==> src/rtl/nrdf_pkg.sv <==
package nrdf_pkg;

  localparam int OFFSET_BITS = 14;
  localparam int WD_W = OFFSET_BITS + 1;
  localparam int CFG_W = OFFSET_BITS;
  localparam logic [OFFSET_BITS-1:0] OFFSET_RESET = OFFSET_BITS'(7168);

  localparam logic [0:0] REG_DAY_OFFSET = 1'd0;
  localparam logic [0:0] REG_ENABLE = 1'd1;

  localparam logic [7:0] CH_NL = 8'h0A;
  localparam logic [7:0] CH_CR = 8'h0D;
  localparam logic [7:0] CH_STAR = 8'h2A;
  localparam logic [7:0] CH_COMMA = 8'h2C;
  localparam logic [7:0] CH_ZERO = 8'h30;

  typedef enum logic [2:0] {
    ST_IDLE, ST_DECIDE, ST_DINIT, ST_YEAR, ST_MONTH, ST_EMIT
  } state_t;

  typedef enum logic [1:0] {PH_START, PH_PASS, PH_RMC, PH_TAIL} phase_t;

  typedef enum logic [2:0] {
    PL_FLUSH, PL_HEAD, PL_BYTE, PL_BYTE_X, PL_COMMA, PL_TRAILER, PL_DATE
  } plan_t;

  typedef enum logic [2:0] {
    SEL_BYTE, SEL_LEAD, SEL_COMMA, SEL_STAR, SEL_HEXH, SEL_HEXL, SEL_NL, SEL_DATE
  } sel_t;

  typedef struct packed {
    logic       byte_load;
    logic       digit_wr;
    logic [2:0] idx;
    logic [2:0] cif;
    logic       d_init;
    logic       year_step;
    logic       month_step;
    logic       emit;
    sel_t       sel;
    logic       xor_en;
    logic       xor_clr;
    logic       line_end;
  } cmd_t;

  typedef struct packed {
    logic enable;
    logic is_nl;
    logic is_cr;
    logic is_star;
    logic is_comma;
    logic lead_match;
    logic slot_free;
    logic year_more;
    logic month_more;
  } sts_t;

  function automatic logic [7:0] lead_char(input logic [2:0] i);
    case (i)
      3'd0: lead_char = 8'h24;
      3'd1: lead_char = 8'h47;
      3'd2: lead_char = 8'h50;
      3'd3: lead_char = 8'h52;
      3'd4: lead_char = 8'h4D;
      3'd5: lead_char = 8'h43;
      default: lead_char = 8'h00;
    endcase
  endfunction

  function automatic logic [8:0] before_month(input logic [6:0] m);
    case (m)
      7'd2: before_month = 9'd31;
      7'd3: before_month = 9'd59;
      7'd4: before_month = 9'd90;
      7'd5: before_month = 9'd120;
      7'd6: before_month = 9'd151;
      7'd7: before_month = 9'd181;
      7'd8: before_month = 9'd212;
      7'd9: before_month = 9'd243;
      7'd10: before_month = 9'd273;
      7'd11: before_month = 9'd304;
      7'd12: before_month = 9'd334;
      default: before_month = 9'd0;
    endcase
  endfunction

  function automatic logic [4:0] month_len(input logic [3:0] m);
    case (m)
      4'd2: month_len = 5'd28;
      4'd4, 4'd6, 4'd9, 4'd11: month_len = 5'd30;
      default: month_len = 5'd31;
    endcase
  endfunction

  function automatic logic [3:0] div10(input logic [6:0] v);
    logic [14:0] p;
    p = 15'(v) * 15'd205;
    div10 = p[14:11];
  endfunction

  function automatic logic [3:0] mod10(input logic [6:0] v);
    logic [6:0] t;
    t = 7'(div10(v)) * 7'd10;
    mod10 = 4'(v - t);
  endfunction

  function automatic logic [7:0] hex_char(input logic [3:0] v);
    hex_char = (v < 4'd10) ? (8'h30 + 8'(v)) : (8'h37 + 8'(v));
  endfunction

endpackage

==> src/rtl/nrdf_dp.sv <==
module nrdf_dp (
  input  logic                             clk,
  input  logic                             rst_n,
  input  nrdf_pkg::cmd_t                   cmd,
  output nrdf_pkg::sts_t                   sts,
  input  logic [7:0]                       in_byte,
  input  logic                             cfg_we,
  input  logic [0:0]                       cfg_index,
  input  logic [nrdf_pkg::CFG_W-1:0]       cfg_data,
  input  logic                             out_ready,
  output logic                             out_valid,
  output logic [7:0]                       out_byte,
  output logic                             out_line_end
);

  logic [nrdf_pkg::OFFSET_BITS-1:0] offset_r;
  logic                             enable_r;
  logic [7:0]                       byte_r;
  logic [3:0]                       dig_r [6];
  logic [7:0]                       xor_r, xor_nxt;
  logic [nrdf_pkg::WD_W-1:0]        wd_r, wd_nxt;
  logic [6:0]                       yy_r, yy_nxt;
  logic [1:0]                       cent_r, cent_nxt;
  logic [3:0]                       mon_r, mon_nxt;
  logic                             ov_r;
  logic [7:0]                       ob_r;
  logic                             oe_r;

  logic [3:0] dg [6];
  logic [6:0] d_v, m_v, y_v;
  logic       leap, leap0;
  logic [8:0] ylen;
  logic [5:0] mlen;
  logic [8:0] t_v;
  logic [7:0] emit_byte;
  logic [6:0] wd7;

  always_comb begin
    for (int i = 0; i < 6; i++) begin
      dg[i] = (3'(i) < cmd.cif) ? dig_r[i] : 4'd0;
    end
    d_v = 7'(dg[0]) * 7'd10 + 7'(dg[1]);
    m_v = 7'(dg[2]) * 7'd10 + 7'(dg[3]);
    y_v = 7'(dg[4]) * 7'd10 + 7'(dg[5]);
    leap0 = (y_v == 7'd0) || ((y_v[1:0] == 2'd0) && (y_v != 7'd99));
    t_v = 9'(d_v) + nrdf_pkg::before_month(m_v) + 9'(leap0 && (m_v > 7'd2));
    leap = (yy_r == 7'd0) ? (cent_r == 2'd0) : (yy_r[1:0] == 2'd0);
    ylen = leap ? 9'd366 : 9'd365;
    mlen = 6'(nrdf_pkg::month_len(mon_r)) + 6'(leap && (mon_r == 4'd2));
  end

  always_comb begin
    wd_nxt = wd_r;
    yy_nxt = yy_r;
    cent_nxt = cent_r;
    mon_nxt = mon_r;
    if (cmd.d_init) begin
      wd_nxt = nrdf_pkg::WD_W'(t_v) + nrdf_pkg::WD_W'(offset_r);
      yy_nxt = y_v;
      cent_nxt = (y_v == 7'd99) ? 2'd3 : 2'd0;
      mon_nxt = 4'd1;
    end else if (cmd.year_step) begin
      wd_nxt = wd_r - nrdf_pkg::WD_W'(ylen);
      if (yy_r == 7'd99) begin
        yy_nxt = 7'd0;
        cent_nxt = cent_r + 2'd1;
      end else begin
        yy_nxt = yy_r + 7'd1;
      end
    end else if (cmd.month_step) begin
      wd_nxt = wd_r - nrdf_pkg::WD_W'(mlen);
      mon_nxt = mon_r + 4'd1;
    end
  end

  assign wd7 = wd_r[6:0];

  always_comb begin
    case (cmd.sel)
      nrdf_pkg::SEL_BYTE:  emit_byte = byte_r;
      nrdf_pkg::SEL_LEAD:  emit_byte = nrdf_pkg::lead_char(cmd.idx);
      nrdf_pkg::SEL_COMMA: emit_byte = nrdf_pkg::CH_COMMA;
      nrdf_pkg::SEL_STAR:  emit_byte = nrdf_pkg::CH_STAR;
      nrdf_pkg::SEL_HEXH:  emit_byte = nrdf_pkg::hex_char(xor_r[7:4]);
      nrdf_pkg::SEL_HEXL:  emit_byte = nrdf_pkg::hex_char(xor_r[3:0]);
      nrdf_pkg::SEL_NL:    emit_byte = nrdf_pkg::CH_NL;
      nrdf_pkg::SEL_DATE: begin
        case (cmd.idx)
          3'd0: emit_byte = nrdf_pkg::CH_ZERO + 8'(nrdf_pkg::div10(wd7));
          3'd1: emit_byte = nrdf_pkg::CH_ZERO + 8'(nrdf_pkg::mod10(wd7));
          3'd2: emit_byte = nrdf_pkg::CH_ZERO + 8'(nrdf_pkg::div10(7'(mon_r)));
          3'd3: emit_byte = nrdf_pkg::CH_ZERO + 8'(nrdf_pkg::mod10(7'(mon_r)));
          3'd4: emit_byte = nrdf_pkg::CH_ZERO + 8'(nrdf_pkg::div10(yy_r));
          default: emit_byte = nrdf_pkg::CH_ZERO + 8'(nrdf_pkg::mod10(yy_r));
        endcase
      end
      default: emit_byte = byte_r;
    endcase
  end

  always_comb begin
    xor_nxt = xor_r;
    if (cmd.emit && cmd.xor_clr) begin
      xor_nxt = 8'd0;
    end else if (cmd.emit && cmd.xor_en) begin
      xor_nxt = xor_r ^ emit_byte;
    end
  end

  always_ff @(posedge clk) begin
    if (!rst_n) begin
      offset_r <= nrdf_pkg::OFFSET_RESET;
      enable_r <= 1'b1;
      xor_r <= 8'd0;
      wd_r <= '0;
      yy_r <= 7'd0;
      cent_r <= 2'd0;
      mon_r <= 4'd1;
      ov_r <= 1'b0;
    end else begin
      if (cfg_we && (cfg_index == nrdf_pkg::REG_DAY_OFFSET)) begin
        offset_r <= cfg_data[nrdf_pkg::OFFSET_BITS-1:0];
      end
      if (cfg_we && (cfg_index == nrdf_pkg::REG_ENABLE)) begin
        enable_r <= cfg_data[0];
      end
      xor_r <= xor_nxt;
      wd_r <= wd_nxt;
      yy_r <= yy_nxt;
      cent_r <= cent_nxt;
      mon_r <= mon_nxt;
      if (cmd.emit) begin
        ov_r <= 1'b1;
      end else if (out_ready) begin
        ov_r <= 1'b0;
      end
    end
  end

  always_ff @(posedge clk) begin
    if (cmd.byte_load) begin
      byte_r <= in_byte;
    end
    if (cmd.digit_wr) begin
      dig_r[cmd.cif] <= ((byte_r >= 8'h30) && (byte_r <= 8'h39)) ? byte_r[3:0] : 4'd0;
    end
    if (cmd.emit) begin
      ob_r <= emit_byte;
      oe_r <= cmd.line_end;
    end
  end

  assign sts.enable = enable_r;
  assign sts.is_nl = (byte_r == nrdf_pkg::CH_NL);
  assign sts.is_cr = (byte_r == nrdf_pkg::CH_CR);
  assign sts.is_star = (byte_r == nrdf_pkg::CH_STAR);
  assign sts.is_comma = (byte_r == nrdf_pkg::CH_COMMA);
  assign sts.lead_match = (byte_r == nrdf_pkg::lead_char(cmd.idx));
  assign sts.slot_free = !ov_r || out_ready;
  assign sts.year_more = (wd_r > nrdf_pkg::WD_W'(ylen));
  assign sts.month_more = (mon_r < 4'd12) && (wd_r > nrdf_pkg::WD_W'(mlen));

  assign out_valid = ov_r;
  assign out_byte = ob_r;
  assign out_line_end = oe_r;

endmodule

==> src/rtl/nrdf_ctrl.sv <==
module nrdf_ctrl (
  input  logic           clk,
  input  logic           rst_n,
  input  logic           in_valid,
  output logic           in_ready,
  input  nrdf_pkg::sts_t sts,
  output nrdf_pkg::cmd_t cmd
);

  nrdf_pkg::state_t state_r, state_nxt;
  nrdf_pkg::phase_t phase_r, phase_nxt;
  nrdf_pkg::plan_t  plan_r, plan_nxt;
  logic [2:0] pfx_r, pfx_nxt;
  logic [3:0] field_r, field_nxt;
  logic [2:0] cif_r, cif_nxt;
  logic [2:0] cnt_r, cnt_nxt;
  logic [2:0] last_r, last_nxt;
  logic       delim_r, delim_nxt;
  logic       comma_r, comma_nxt;

  logic            dec_emit, dec_date, dec_wr;
  nrdf_pkg::plan_t dec_plan;
  logic [2:0]      dec_last;
  logic            cnt_done;

  assign cnt_done = (cnt_r == last_r);

  // per-request decision
  always_comb begin
    dec_emit = 1'b0;
    dec_date = 1'b0;
    dec_wr = 1'b0;
    dec_plan = nrdf_pkg::PL_BYTE;
    dec_last = 3'd0;
    case (phase_r)
      nrdf_pkg::PH_START: begin
        if (sts.enable && sts.lead_match) begin
          if (pfx_r == 3'd5) begin
            dec_emit = 1'b1;
            dec_plan = nrdf_pkg::PL_HEAD;
            dec_last = 3'd5;
          end
        end else begin
          dec_emit = 1'b1;
          dec_plan = nrdf_pkg::PL_FLUSH;
          dec_last = pfx_r;
        end
      end
      nrdf_pkg::PH_PASS: begin
        dec_emit = 1'b1;
      end
      default: begin
        if (sts.is_nl) begin
          dec_emit = 1'b1;
          dec_plan = nrdf_pkg::PL_TRAILER;
          dec_last = 3'd3;
        end else if ((phase_r == nrdf_pkg::PH_TAIL) || sts.is_cr) begin
          dec_emit = 1'b0;
        end else if (sts.is_star || sts.is_comma) begin
          if ((field_r == 4'd9) && (cif_r inside {[3'd1:3'd5]})) begin
            dec_date = 1'b1;
          end else if (sts.is_comma && (field_r <= 4'd11)) begin
            dec_emit = 1'b1;
            dec_plan = nrdf_pkg::PL_COMMA;
          end
        end else if (field_r <= 4'd8) begin
          dec_emit = 1'b1;
          dec_plan = nrdf_pkg::PL_BYTE_X;
        end else if (field_r == 4'd9) begin
          if (cif_r < 3'd6) begin
            dec_wr = 1'b1;
            dec_date = (cif_r == 3'd5);
          end
        end else if ((field_r == 4'd12) && (cif_r == 3'd0)) begin
          dec_emit = 1'b1;
          dec_plan = nrdf_pkg::PL_BYTE_X;
        end
      end
    endcase
  end

  always_comb begin
    state_nxt = state_r;
    case (state_r)
      nrdf_pkg::ST_IDLE: if (in_valid) state_nxt = nrdf_pkg::ST_DECIDE;
      nrdf_pkg::ST_DECIDE: begin
        if (dec_date) state_nxt = nrdf_pkg::ST_DINIT;
        else if (dec_emit) state_nxt = nrdf_pkg::ST_EMIT;
        else state_nxt = nrdf_pkg::ST_IDLE;
      end
      nrdf_pkg::ST_DINIT: state_nxt = nrdf_pkg::ST_YEAR;
      nrdf_pkg::ST_YEAR: if (!sts.year_more) state_nxt = nrdf_pkg::ST_MONTH;
      nrdf_pkg::ST_MONTH: if (!sts.month_more) state_nxt = nrdf_pkg::ST_EMIT;
      nrdf_pkg::ST_EMIT: if (sts.slot_free && cnt_done) state_nxt = nrdf_pkg::ST_IDLE;
      default: state_nxt = nrdf_pkg::ST_IDLE;
    endcase
  end

  // line tracking
  always_comb begin
    phase_nxt = phase_r;
    plan_nxt = plan_r;
    pfx_nxt = pfx_r;
    field_nxt = field_r;
    cif_nxt = cif_r;
    cnt_nxt = cnt_r;
    last_nxt = last_r;
    delim_nxt = delim_r;
    comma_nxt = comma_r;
    case (state_r)
      nrdf_pkg::ST_DECIDE: begin
        cnt_nxt = 3'd0;
        plan_nxt = dec_plan;
        last_nxt = dec_last;
        if (dec_date) begin
          plan_nxt = nrdf_pkg::PL_DATE;
          delim_nxt = sts.is_star || sts.is_comma;
          comma_nxt = sts.is_comma;
          last_nxt = sts.is_comma ? 3'd6 : 3'd5;
        end
        case (phase_r)
          nrdf_pkg::PH_START: begin
            if (sts.enable && sts.lead_match) begin
              if (pfx_r == 3'd5) begin
                phase_nxt = nrdf_pkg::PH_RMC;
                pfx_nxt = 3'd0;
                field_nxt = 4'd0;
                cif_nxt = 3'd0;
              end else begin
                pfx_nxt = pfx_r + 3'd1;
              end
            end else begin
              pfx_nxt = 3'd0;
              phase_nxt = sts.is_nl ? nrdf_pkg::PH_START : nrdf_pkg::PH_PASS;
            end
          end
          nrdf_pkg::PH_PASS: begin
            if (sts.is_nl) begin
              phase_nxt = nrdf_pkg::PH_START;
              pfx_nxt = 3'd0;
              field_nxt = 4'd0;
              cif_nxt = 3'd0;
            end
          end
          default: begin
            if (sts.is_nl) begin
              phase_nxt = nrdf_pkg::PH_START;
              pfx_nxt = 3'd0;
              field_nxt = 4'd0;
              cif_nxt = 3'd0;
            end else if ((phase_r == nrdf_pkg::PH_TAIL) || sts.is_cr) begin
              phase_nxt = phase_r;
            end else if (sts.is_star || sts.is_comma) begin
              if (!dec_date) begin
                if (sts.is_star) begin
                  phase_nxt = nrdf_pkg::PH_TAIL;
                end else begin
                  if (field_r <= 4'd12) field_nxt = field_r + 4'd1;
                  cif_nxt = 3'd0;
                end
              end
            end else if ((field_r == 4'd9) && (cif_r < 3'd6)) begin
              cif_nxt = cif_r + 3'd1;
            end else if ((field_r == 4'd12) && (cif_r == 3'd0)) begin
              cif_nxt = 3'd1;
            end
          end
        endcase
      end
      nrdf_pkg::ST_DINIT: begin
        if (delim_r) begin
          if (comma_r) begin
            field_nxt = field_r + 4'd1;
            cif_nxt = 3'd0;
          end else begin
            phase_nxt = nrdf_pkg::PH_TAIL;
          end
        end
      end
      nrdf_pkg::ST_EMIT: begin
        if (sts.slot_free) cnt_nxt = cnt_r + 3'd1;
      end
      default: begin
        cnt_nxt = cnt_r;
      end
    endcase
  end

  always_comb begin
    cmd = '0;
    cmd.sel = nrdf_pkg::SEL_BYTE;
    cmd.cif = cif_r;
    cmd.idx = (state_r == nrdf_pkg::ST_EMIT) ? cnt_r : pfx_r;
    cmd.byte_load = (state_r == nrdf_pkg::ST_IDLE) && in_valid;
    cmd.digit_wr = (state_r == nrdf_pkg::ST_DECIDE) && dec_wr;
    cmd.d_init = (state_r == nrdf_pkg::ST_DINIT);
    cmd.year_step = (state_r == nrdf_pkg::ST_YEAR) && sts.year_more;
    cmd.month_step = (state_r == nrdf_pkg::ST_MONTH) && sts.month_more;
    cmd.emit = (state_r == nrdf_pkg::ST_EMIT) && sts.slot_free;
    case (plan_r)
      nrdf_pkg::PL_FLUSH: begin
        cmd.sel = cnt_done ? nrdf_pkg::SEL_BYTE : nrdf_pkg::SEL_LEAD;
        cmd.line_end = cnt_done && sts.is_nl;
      end
      nrdf_pkg::PL_HEAD: begin
        cmd.sel = nrdf_pkg::SEL_LEAD;
        cmd.xor_clr = (cnt_r == 3'd0);
        cmd.xor_en = (cnt_r != 3'd0);
      end
      nrdf_pkg::PL_BYTE: begin
        cmd.line_end = sts.is_nl;
      end
      nrdf_pkg::PL_BYTE_X: begin
        cmd.xor_en = 1'b1;
      end
      nrdf_pkg::PL_COMMA: begin
        cmd.sel = nrdf_pkg::SEL_COMMA;
        cmd.xor_en = 1'b1;
      end
      nrdf_pkg::PL_TRAILER: begin
        case (cnt_r)
          3'd0: cmd.sel = nrdf_pkg::SEL_STAR;
          3'd1: cmd.sel = nrdf_pkg::SEL_HEXH;
          3'd2: cmd.sel = nrdf_pkg::SEL_HEXL;
          default: begin
            cmd.sel = nrdf_pkg::SEL_NL;
            cmd.line_end = 1'b1;
            cmd.xor_clr = 1'b1;
          end
        endcase
      end
      nrdf_pkg::PL_DATE: begin
        cmd.sel = (cnt_r == 3'd6) ? nrdf_pkg::SEL_COMMA : nrdf_pkg::SEL_DATE;
        cmd.xor_en = 1'b1;
      end
      default: cmd.sel = nrdf_pkg::SEL_BYTE;
    endcase
  end

  assign in_ready = (state_r == nrdf_pkg::ST_IDLE);

  always_ff @(posedge clk) begin
    if (!rst_n) begin
      state_r <= nrdf_pkg::ST_IDLE;
      phase_r <= nrdf_pkg::PH_START;
      plan_r <= nrdf_pkg::PL_BYTE;
      pfx_r <= 3'd0;
      field_r <= 4'd0;
      cif_r <= 3'd0;
      cnt_r <= 3'd0;
      last_r <= 3'd0;
      delim_r <= 1'b0;
      comma_r <= 1'b0;
    end else begin
      state_r <= state_nxt;
      phase_r <= phase_nxt;
      plan_r <= plan_nxt;
      pfx_r <= pfx_nxt;
      field_r <= field_nxt;
      cif_r <= cif_nxt;
      cnt_r <= cnt_nxt;
      last_r <= last_nxt;
      delim_r <= delim_nxt;
      comma_r <= comma_nxt;
    end
  end

endmodule

==> src/rtl/nmea_rmc_date_rollover_fix.sv <==
// Each request is one input byte. The bytes that a request produces are emitted one
// after another while out_ready is high; a full output register with out_ready low stalls them.
// A date rewrite first walks the day count year by year, then month by month.
// One request at a time: in_ready stays low until the current request is finished.
// Reset (rst_n low, synchronous): line state cleared, day_offset 7168, enable 1.
module nmea_rmc_date_rollover_fix (
  input  logic                       clk,
  input  logic                       rst_n,
  input  logic                       in_valid,
  output logic                       in_ready,
  input  logic [7:0]                 in_byte,
  output logic                       out_valid,
  input  logic                       out_ready,
  output logic [7:0]                 out_byte,
  output logic                       out_line_end,
  input  logic                       cfg_we,
  input  logic [0:0]                 cfg_index,
  input  logic [nrdf_pkg::CFG_W-1:0] cfg_data
);

  nrdf_pkg::cmd_t cmd;
  nrdf_pkg::sts_t sts;

  nrdf_ctrl u_ctrl (
    .clk      (clk),
    .rst_n    (rst_n),
    .in_valid (in_valid),
    .in_ready (in_ready),
    .sts      (sts),
    .cmd      (cmd)
  );

  nrdf_dp u_dp (
    .clk          (clk),
    .rst_n        (rst_n),
    .cmd          (cmd),
    .sts          (sts),
    .in_byte      (in_byte),
    .cfg_we       (cfg_we),
    .cfg_index    (cfg_index),
    .cfg_data     (cfg_data),
    .out_ready    (out_ready),
    .out_valid    (out_valid),
    .out_byte     (out_byte),
    .out_line_end (out_line_end)
  );

endmodule

==> config.mk <==
export PLATFORM = sky130hd
export DESIGN_NAME = nmea_rmc_date_rollover_fix
export DESIGN_NICKNAME = d
export VERILOG_FILES = /design/src/rtl/nrdf_pkg.sv /design/src/rtl/nrdf_dp.sv /design/src/rtl/nrdf_ctrl.sv /design/src/rtl/nmea_rmc_date_rollover_fix.sv
export SDC_FILE = /design/constraint.sdc
export NUM_CORES = 1
export LEC_CHECK = 0
export BUFFER_PORTS_ARGS = -buffer_cell sky130_fd_sc_hd__buf_4
export CAP_MARGIN = 25
export CORE_AREA = 2 2 216 218
export DETAILED_ROUTE_END_ITERATION = 8
export DIE_AREA = 0 0 218 220
export GPL_TIMING_DRIVEN = 0
export HOLD_SLACK_MARGIN = 0.06
export PLACE_DENSITY = 0.49
export SETUP_SLACK_MARGIN = 0.02
export SYNTH_ARGS = -nofsm -noshare
export SYNTH_HDL_FRONTEND = slang
export SYNTH_HIERARCHICAL = 1
export SYNTH_SLANG_ARGS = --single-unit
==> constraint.sdc <==
create_clock -name clk -period 15.8 [get_ports clk]
set_input_delay 1.58 -clock clk [delete_from_list [all_inputs] [get_ports clk]]
set_output_delay 1.58 -clock clk [all_outputs]
set_load 0.05 [all_outputs]
==> flow_summary.toml, run 1 <==
[status]
status = "complete, no violations"

[sta]
setup_viol = 0
holdWs_ps = 463
slew_viol_final = 0
rsz0062_at_grt = "no"
max_freq_ghz = 0.153
fin_crit_sh_pct = 41.3
fin_setup_tns_ps = 0
worstMarginPinSlew_ps = 802
skew_ps = 11.8
hold_viol_final = 0
slew_headroom_pct = 46.5
fin_ws_ps = 9270
fin_crit_ps = 6530

[critical_path]
arrival_ps = 6850
path_max_fanout = 12
ff2ff_path_depth = 30
reg2reg_slack_ps = 9270
worstPathRequired_ps = 16120
endpoint_kind = "flop"
r2r_start = "u_ctrl/cif_r[0]"
slowest_stage = "fa_1"
max_stage_delay_ps = 450
crit_path_start_kind = "flop"
critical_path_class = "reg2reg"
r2r_end = "u_dp/wd_r[13]"

[hold_path]
hold_depth = 2
hold_class = "reg2reg"
hold_end = "u_dp/offset_r[5]"
hp-start = "u_dp/offset_r[5]"

[cts]
cts_sinks = 119
cts.path.max_buffers = 2
cts_root_buffer = "clkbuf_16"
clkLatencyLatePin_ps = 430
post_cts_buffers = 0
cts_tree = "done"
htree_levels = 4
cts_buffers = 17
path_clk_slew_ps = 60
ctsHoldBuffers = 0
cts_resized = 0

[global_route]
grt_pass1_wl_um = 49700
antenna_found_initial = 0
grt.total_usage_pct = 13.0
grt_pass1_vias = 9406
grt_max_degree = 19
overflow = 0

[logic_synthesis]
yosysTopAreaCell = "ha_1"
synth_top_family_by_area = "adder cells"
netlist_instances = 1331
async_reset_ff_share_pct = 0
synth_fp_nets = 1556
yosysSeqAreaShare_pct = 24.6
synth_warnings = 6
yosysUniqueCellTypes = 98
synth_compound_gate_area_share_pct = 18.5
synth_simple_gate_area_share_pct = 20.0
synthAdderAreaFrac_pct = 23.6
synth_top_cell_area_share_pct = 18.7
yosys-top-cells-area = "ha_1 19%, dfxtp_1 14%, edfxtp_1 11%, fa_1 4.9%, nand2_1 4.1%"
postSynthAreaPerCell_um2 = 8.51
synth_ff_type = "dfxtp_1"
ys_ff_latch = 119
netlist_area_mm2 = 0.0113
synth_edf_count = 41
synthMuxAreaShare_pct = 1.20
yosys.area_share.xor_xnor_pct = 6.44

[power]
vdd_drop_max_mv = 0.0658
power-per-cell-area_mw_per_mm2 = 68.5
leakagePower_nw = 5.79
power_uw = 888

[placed_design]
port_buffers = 38
dp_hpwl_um = 24200
place_ws_ps = 9240
place.gp.congestion = 0.858

[drt]
ant_nets = 0
drt-total-wl_um = 30700
first_pass_iters = 5
vias = 9696
drc = 0
drtIter0Drc = 625
routed_via_density = 4.82
wire_per_inst_um = 15.3

[layout]
area_growth_pct = 14.5
drive_gt1_share_pct = 9.12
final_core_util_pct = 28.3
antennaDiodeCount = 0
nets = 1615

[floorplanning]
die_h_um = 220
die_w_um = 218
coreArea_mm2 = 0.0459
core.rowCount = 79
start_util_pct = 24.7
dieArea_mm2 = 0.0480
boundaryPins = 39

[run]
maxCapViolations = 0
==> critical path, delay by kind of cell (launching register included) <==
kind | cells | cell delay, ps
AO/OA/AOI/OAI | 10 | 1880
buffers and inverters | 3 | 270
AND/OR/NAND/NOR | 8 | 1310
flip-flops | 1 | 430
XOR/XNOR | 3 | 500
adder cells (fa/ha/maj) | 6 | 2000
==> synthesized netlist by cell type, types with 5 or more instances <==
library cell	instances
a211oi_1	19
a21o_1	16
a21oi_1	90
a31oi_1	16
and2_1	20
and3_1	12
buf_2	7
clkbuf_1	41
dfxtp_1	78
edfxtp_1	41
fa_1	28
ha_1	169
inv_1	99
mux2i_1	8
nand2_1	125
nand2b_1	12
nand3_1	39
nand3b_1	9
nand4_1	10
nor2_1	110
nor2b_1	22
nor3_1	32
nor3b_1	6
o211ai_1	6
o21a_1	9
o21ai_0	70
o21ai_1	7
o21bai_1	6
o22ai_1	7
o31ai_1	6
or2_2	6
or3_1	12
or4_1	5
xnor2_1	36
xor2_1	36
==> flip-flops by register name, summed over array words and instances (netlist names), 4 cells and up <==
name,cells
u_ctrl/field_r,4
u_dp/wd_r,15
u_dp/xor_r,8
u_dp/yy_r,7
u_dp/byte_r,8
u_dp/mon_r,4
u_dp/out_byte,8
u_dp/offset_r,14
u_dp/dig_r,24
==> logic make-up after synthesis <==
logic type	count (synthesis)
buf+inv	154
fa+ha+maj	197
xor+xnor	77
compound gates	320
flops	119
simple gates	453
mux	11
==> where the power goes <==
part           switching [mW]  internal [mW]  total, mW
Combinational           0.105         0.0615      0.166
Clock                   0.157          0.221      0.377
Sequential             0.0130          0.332      0.345
==> layout make-up <==
cell class                 count  area (µm²)
tap                          607         759
buffer                        54         256
clock inverter                12        88.8
timing repair buffer          40         308
fill                        4980       32900
multi-input combinational   1058        7910
inverter                     100         377
clock buffer                  20         479
sequential                   119        2790
==> layout by cell type (no fill, tap or decap), types with 39 or more instances in the layout <==
cell | Yosys | routed
buf_4 | 2 | 40
clkbuf_1 | 41 | 42
ha_1 | 169 | 169
o21ai_0 | 70 | 70
a21oi_1 | 90 | 90
nand3_1 | 39 | 39
inv_1 | 99 | 99
edfxtp_1 | 41 | 41
nor2_1 | 110 | 109
dfxtp_1 | 78 | 78
nand2_1 | 125 | 125
==> per-stage QoR <==
stage,cell area [µm²],std cells
floorplan,11300,1331
global placement,12400,1976
detailed placement,12400,1977
CTS,13000,2009
global route,13000,2010
finish,13000,2010
==> how the worst max path moves through the flow <==
stage,start,to,slack (ps),cells after the start
final,u_ctrl/cif_r[0],u_dp/wd_r[13],9270,30
after global routing,u_ctrl/cif_r[0],u_dp/wd_r[13],8590,30
after CTS,u_ctrl/cif_r[0],u_dp/wd_r[13],9180,30
after detailed placement,u_ctrl/cif_r[0],u_dp/wd_r[11],9240,30
after global placement,u_ctrl/cif_r[0],u_dp/wd_r[11],9230,30
after floorplan,u_ctrl/cif_r[0],u_dp/wd_r[11],9910,30
==> per-layer routing <==
| layer | share of wire [%] | wire length, µm | track usage (%) |
|---|---|---|---|
| met1 | 48 | 14700 | 17.2 |
| met2 | 47 | 14500 | 21.9 |
| met3 | 3.6 | 1110 | 2.07 |
| met4 | 1.3 | 414 | 3.31 |
| met5 | 0 | 0 | 0 |
No activity file was read; power rests on OpenSTA's default activity.
==> run 2, diff against run 1 <==
--- a/config.mk
+++ b/config.mk
@@ -5,14 +5,15 @@
 export SDC_FILE = /design/constraint.sdc
 export NUM_CORES = 1
 export LEC_CHECK = 0
+export ABC_AREA = 1
 export BUFFER_PORTS_ARGS = -buffer_cell sky130_fd_sc_hd__buf_4
 export CAP_MARGIN = 25
-export CORE_AREA = 2 2 216 218
+export CORE_AREA = 2 2 221 223
 export DETAILED_ROUTE_END_ITERATION = 8
-export DIE_AREA = 0 0 218 220
+export DIE_AREA = 0 0 223 225
 export GPL_TIMING_DRIVEN = 0
 export HOLD_SLACK_MARGIN = 0.06
-export PLACE_DENSITY = 0.49
+export PLACE_DENSITY = 0.5
 export SETUP_SLACK_MARGIN = 0.02
 export SYNTH_ARGS = -nofsm -noshare
 export SYNTH_HDL_FRONTEND = slang
==> constraint.sdc (replaced) <==
create_clock -name clk -period 5.7 [get_ports clk]
set_input_delay 0.57 -clock clk [delete_from_list [all_inputs] [get_ports clk]]
set_output_delay 0.57 -clock clk [all_outputs]
set_load 0.05 [all_outputs]
==> flow_summary.toml, run 2 <==
[floorplanning]
die_w_um = 223
core.rowCount = 80
start_util_pct = 24.8
boundaryPins = 39
die_h_um = 225
dieArea_mm2 = 0.0502
coreArea_mm2 = 0.0475

[layout]
antennaDiodeCount = 0
final_core_util_pct = 28.9
layout_common_cells = "303 x nand2_1, 241 x inv_1, 165 x ha_1, 144 x nor2_1, 110 x nand3_1"
nets = 1922
area_growth_pct = 16.7
layout_commonest_cell = "nand2_1"
largest_registers = "u_dp/dig_r x24, u_dp/wd_r x15, u_dp/offset_r x14"
top_register = "u_dp/dig_r"
fin_area_mm2 = 0.0137
largest_reg_flops = 24
drive_gt1_share_pct = 12.5

[global_route]
grt_pass1_wl_um = 52000
grt_pass1_vias = 10400
grt.total_usage_pct = 12.8
antenna_found_initial = 0
grt_max_degree = 17
overflow = 0

[sta]
skew_ps = 11.0
hold_viol_final = 0
rsz0062_at_grt = "yes"
slew_viol_final = 0
worstMarginPinSlew_ps = 815
fin_crit_sh_pct = 97.2
holdWs_ps = 321
fin_setup_tns_ps = 0
max_freq_ghz = 0.180
setup_viol = 0
fin_crit_ps = 5540
slew_headroom_pct = 45.2

[logic_synthesis]
yosysUniqueCellTypes = 64
synthAdderAreaFrac_pct = 22.7
postSynthAreaPerCell_um2 = 7.28
synth_edf_count = 41
synth_ff_type = "dfxtp_1"
synth_top_family_by_area = "simple AND/OR/NAND/NOR gates"
netlist_instances = 1618
yosys.area_share.xor_xnor_pct = 3.86
async_reset_ff_share_pct = 0
yosysSeqAreaShare_pct = 23.7
yosysTopAreaCell = "ha_1"
synthMuxAreaShare_pct = 0
synth.most_common_cell = "nand2_1"
ys_ff_latch = 119
netlist_area_mm2 = 0.0118
yosys-top-cells-area = "ha_1 18%, dfxtp_1 13%, edfxtp_1 10%, nand2_1 9.7%, inv_1 7.8%"
synthTopCellsByCount = "305 x nand2_1, 244 x inv_1, 169 x ha_1"
synth_simple_gate_area_share_pct = 25.5
synth_warnings = 6
synth_top_cell_area_share_pct = 18.0
synth_fp_nets = 1843
synth_compound_gate_area_share_pct = 14.6

[cts]
ctsHoldBuffers = 0
cts.path.max_buffers = 2
cts_buffers = 17
cts_sinks = 119
htree_levels = 4
cts_root_buffer = "clkbuf_16"
path_clk_slew_ps = 60
cts_tree = "done"
clkLatencyLatePin_ps = 430

[critical_path]
reg2reg_slack_ps = 160
r2r_start = "u_ctrl/cif_r[0]"
endpoint_kind = "flop"
worstPathRequired_ps = 6030
path_max_fanout = 5
crit_path_start = "u_ctrl/cif_r[0]"
r2r_end = "u_dp/wd_r[12]"
ff2ff_path_depth = 33
crit_path_start_kind = "flop"
arrival_ps = 5870
critPathCapture = "u_dp/wd_r[12]"
path_common_cell = "nor2_2"
critical_path_class = "reg2reg"
max_stage_delay_ps = 420
slowest_stage = "fa_2"

[drt]
drc = 0
vias = 10700
wire_per_inst_um = 13.6
drtIter0Drc = 600
ant_nets = 0
drt-total-wl_um = 31700
routed_via_density = 4.61
first_pass_iters = 5

[placed_design]
dp_hpwl_um = 25300
place.gp.congestion = 0.880
placedInstanceArea_mm2 = 0.0128
port_buffers = 38

[power]
power-per-cell-area_mw_per_mm2 = 283
power_mw = 3.89
leakagePower_nw = 6.72
vdd_drop_max_mv = 0.230

[run]
maxCapViolations = 0

[status]
status = "complete, no violations"

[hold_path]
hold_class = "in2reg"
[run 2: metrics by stage]
| stage | std cells | setup slack, ps |
|---|---|---|
| 6_report | 2325 | 158 |
| 5_1_grt | 2325 | -235 |
| 4_1_cts | 2306 | 44.5 |
| 3_5_place_dp | 2273 | -261 |
| 3_3_place_gp | 2271 | -170 |
| 2_1_floorplan | 1618 | 425 |
[run 2: critical path, delay by kind of cell (launching register included)]
kind | cells | cell delay [ps]
xor+xnor | 3 | 560
simple gates | 13 | 1370
fa+ha+maj | 6 | 1930
compound gates | 7 | 980
flops | 1 | 360
buf+inv | 4 | 230
[run 2: kinds of logic after synthesis]
group | after synthesis
simple gates | 673
buf+inv | 290
compound gates | 288
fa+ha+maj | 197
flops | 119
xor+xnor | 51
[run 2: worst min path at each step]
stage / start / to / slack, ps / cells after the start
global placement: u_ctrl/delim_r / u_ctrl/delim_r / 460 / 2
global route: in_byte[2] / u_dp/byte_r[2] / 290 / 1
finish: in_byte[4] / u_dp/byte_r[4] / 320 / 1
CTS: in_byte[7] / u_dp/byte_r[7] / 290 / 1
floorplan: u_dp/enable_r / u_dp/enable_r / 430 / 2
detailed placement: u_ctrl/delim_r / u_ctrl/delim_r / 460 / 2
[run 2: power by group]
part	switching (mW)	internal [mW]
registers	0.0451	0.926
clock network	0.408	0.670
logic	1.12	0.715
total	1.58	2.31
[run 2: area by class of cell]
class / instances / area, µm²
clock buffers: 21 / 503
inverters: 263 / 997
repair buffers: 62 / 465
fillers: 5156 / 33800
multi-input cells: 1209 / 7990
well taps: 615 / 769
clock inverters: 11 / 91.3
flip-flops and latches: 119 / 2800
plain buffers: 25 / 125
[run 2: what timing repair did]
action | CTS | global route
pin swaps | 1 | 41
cloned | 0 | 0
endpoints found under the setup margin | 7 | 9
gates resized for setup | 8 | 37
setup buffers | 1 | 21
[run 2: layer usage]
metal,track usage (%),vias up,part of all wire [%]
met2,22.0,166,48
met4,2.88,0,0.99
met1,16.7,5003,48
met3,2.15,20,3.2
li1,-,5529,-
met5,0,-,0
==> run 3, diff against run 2 <==
--- a/config.mk
+++ b/config.mk
@@ -5,12 +5,11 @@
 export SDC_FILE = /design/constraint.sdc
 export NUM_CORES = 1
 export LEC_CHECK = 0
-export ABC_AREA = 1
 export BUFFER_PORTS_ARGS = -buffer_cell sky130_fd_sc_hd__buf_4
 export CAP_MARGIN = 25
-export CORE_AREA = 2 2 221 223
+export CORE_AREA = 5 5 219 221
 export DETAILED_ROUTE_END_ITERATION = 8
-export DIE_AREA = 0 0 223 225
+export DIE_AREA = 0 0 224 226
 export GPL_TIMING_DRIVEN = 0
 export HOLD_SLACK_MARGIN = 0.06
 export PLACE_DENSITY = 0.5
==> flow_summary.toml, run 3 (synthesis gave the netlist of run 1 again) <==
[sta]
holdWs_ps = 326
worstMarginPinSlew_ps = 1020
max_freq_ghz = 0.180
fin_setup_tns_ps = 0
setup_viol = 0
rsz0062_at_grt = "yes"
fin_crit_ps = 5560
skew_ps = 12.2
slew_headroom_pct = 31.5
fin_crit_sh_pct = 97.5
hold_viol_final = 0
slew_viol_final = 0
fin_ws_ps = 141

[floorplanning]
start_util_pct = 24.7
die_w_um = 224
boundaryPins = 39
dieArea_mm2 = 0.0506
die_h_um = 226
coreArea_mm2 = 0.0460
core.rowCount = 79

[layout]
fillers = 4921
nets = 1631
drive_gt1_share_pct = 12.7
ff_latch_area_mm2 = 0.00281
final_core_util_pct = 29.0
area_growth_pct = 17.7
largest_reg_flops = 24
largest_registers = "u_dp/dig_r x24, u_dp/wd_r x15, u_dp/offset_r x14"
multi_input_comb_area_mm2 = 0.00810
top_register = "u_dp/dig_r"
layout_common_cells = "165 x ha_1, 121 x nand2_1, 108 x nor2_1, 96 x inv_1, 86 x a21oi_1"
antennaDiodeCount = 0
layout_commonest_cell = "ha_1"

[drt]
first_pass_iters = 5
drc = 0
ant_nets = 0
drtIter0Drc = 653
vias = 9725
routed_via_density = 4.80
drt-total-wl_um = 30900
wire_per_inst_um = 15.3

[critical_path]
endpoint_kind = "flop"
arrival_ps = 5880
slowest_stage = "fa_2"
crit_path_start_kind = "flop"
path_max_fanout = 3
critical_path_class = "reg2reg"
max_stage_delay_ps = 390
worstPathRequired_ps = 6020

[placed_design]
port_buffers = 38
dp_hpwl_um = 24300
place.gp.congestion = 0.848
place_ws_ps = -555

[cts]
cts_buffers = 17
path_clk_slew_ps = 60
cts.path.max_buffers = 2
htree_levels = 4
cts_sinks = 119
cts_tree = "done"
ctsHoldBuffers = 0
clkLatencyLatePin_ps = 430
cts_root_buffer = "clkbuf_16"

[global_route]
use_met2_pct = 20.6
grt_pass1_vias = 9511
met1_usage_pct = 16.3
top_usage_layer = "met2"
antenna_found_initial = 1
overflow = 0
grt.total_usage_pct = 12.1
grt_pass1_wl_um = 50100
use_met3_pct = 2.13
grt_max_degree = 19

[power]
power.net_switching_uw = 741
p_comb_share_pct = 18.5
leakagePower_nw = 5.96
power_frac_seq_pct = 37.8
p_sw_share_pct = 29.3
power-per-cell-area_mw_per_mm2 = 190
vdd_drop_max_mv = 0.195
internal-power_mw = 1.79
power_frac_clock_pct = 43.8

[status]
status = "complete, no violations"

[hold_path]
hold_class = "in2reg"

[run]
maxCapViolations = 0
run 3: changes by cell type in the layout (fill, tap and decap cells not counted), sizes merged, moves of 14 or more:
cell,change
nand2,-196
and2,+19
clkbuf,+33
nor2,-55
inv,-164
nand4,-14
a211oi,+19
nand3,-76
o21ai,-32
nor2b,+22
xnor2,+24
run 3: metal layers:
metal / wire length (µm) / share of wire, % / vias to the layer above
met5: 0 / 0 / -
met4: 320 / 1.0 / 0
met3: 1170 / 3.8 / 23
met2: 14700 / 48 / 179
met1: 14700 / 47 / 4636
li1: - / - / 4887
run 3: power groups by stage:
| stage | sequential, mW | combinational (mW) | clock (mW) |
|---|---|---|---|
| after global placement | 0.975 | 0.454 | 0 |
| after detailed placement | 0.975 | 0.456 | 0 |
| after CTS | 0.955 | 0.465 | 1.13 |
| final | 0.955 | 0.467 | 1.11 |
| after floorplan | 0.971 | 0.324 | 0 |
| after global routing | 0.960 | 0.516 | 1.18 |
run 3: final timing paths:
path / from / end / cells past startpoint / slack [ps]
hold reg to reg: u_dp/offset_r[5] / u_dp/offset_r[5] / 2 / 460
hold / removal: in_byte[6] / u_dp/byte_r[6] / 1 / 330
setup reg to reg: u_ctrl/cif_r[1] / u_dp/wd_r[13] / 30 / 140
setup / recovery: u_ctrl/cif_r[1] / u_dp/wd_r[13] / 30 / 140
run 3: area by class of cell:
type,count,area share (%)
plain buffers,54,1.98
clock buffers,26,4.05
clock inverters,5,0.441
inverters,100,2.84
multi-input cells,1058,60.7
flip-flops and latches,119,21.0
well taps,607,5.69
repair buffers,56,3.24
run 3: metrics by stage:
stage	area, µm²	instances	total power, mW
after global routing	13300	2025	2.65
after CTS	13200	2024	2.55
after detailed placement	12400	1976	1.43
final	13300	2025	2.53
after global placement	12400	1976	1.43
after floorplan	11300	1331	1.30
run 3: worst max-delay path: cells and delay by family, from the launching register on:
family,cells,cell delay (ps)
DFF,1,340
buffers and inverters,3,200
AOI/OAI and AO/OA,12,1930
xor gates and xnor gates,3,410
adders and majority gates,6,1730
and+or+nand+nor,6,850
run 3: timing repair:
item	in CTS	in global routing
pin swaps	29	22
endpoints found under the setup margin	8	11
hold endpoints to repair	0	0
gates resized for setup	33	19
gates cloned	0	0
setup buffers	17	1
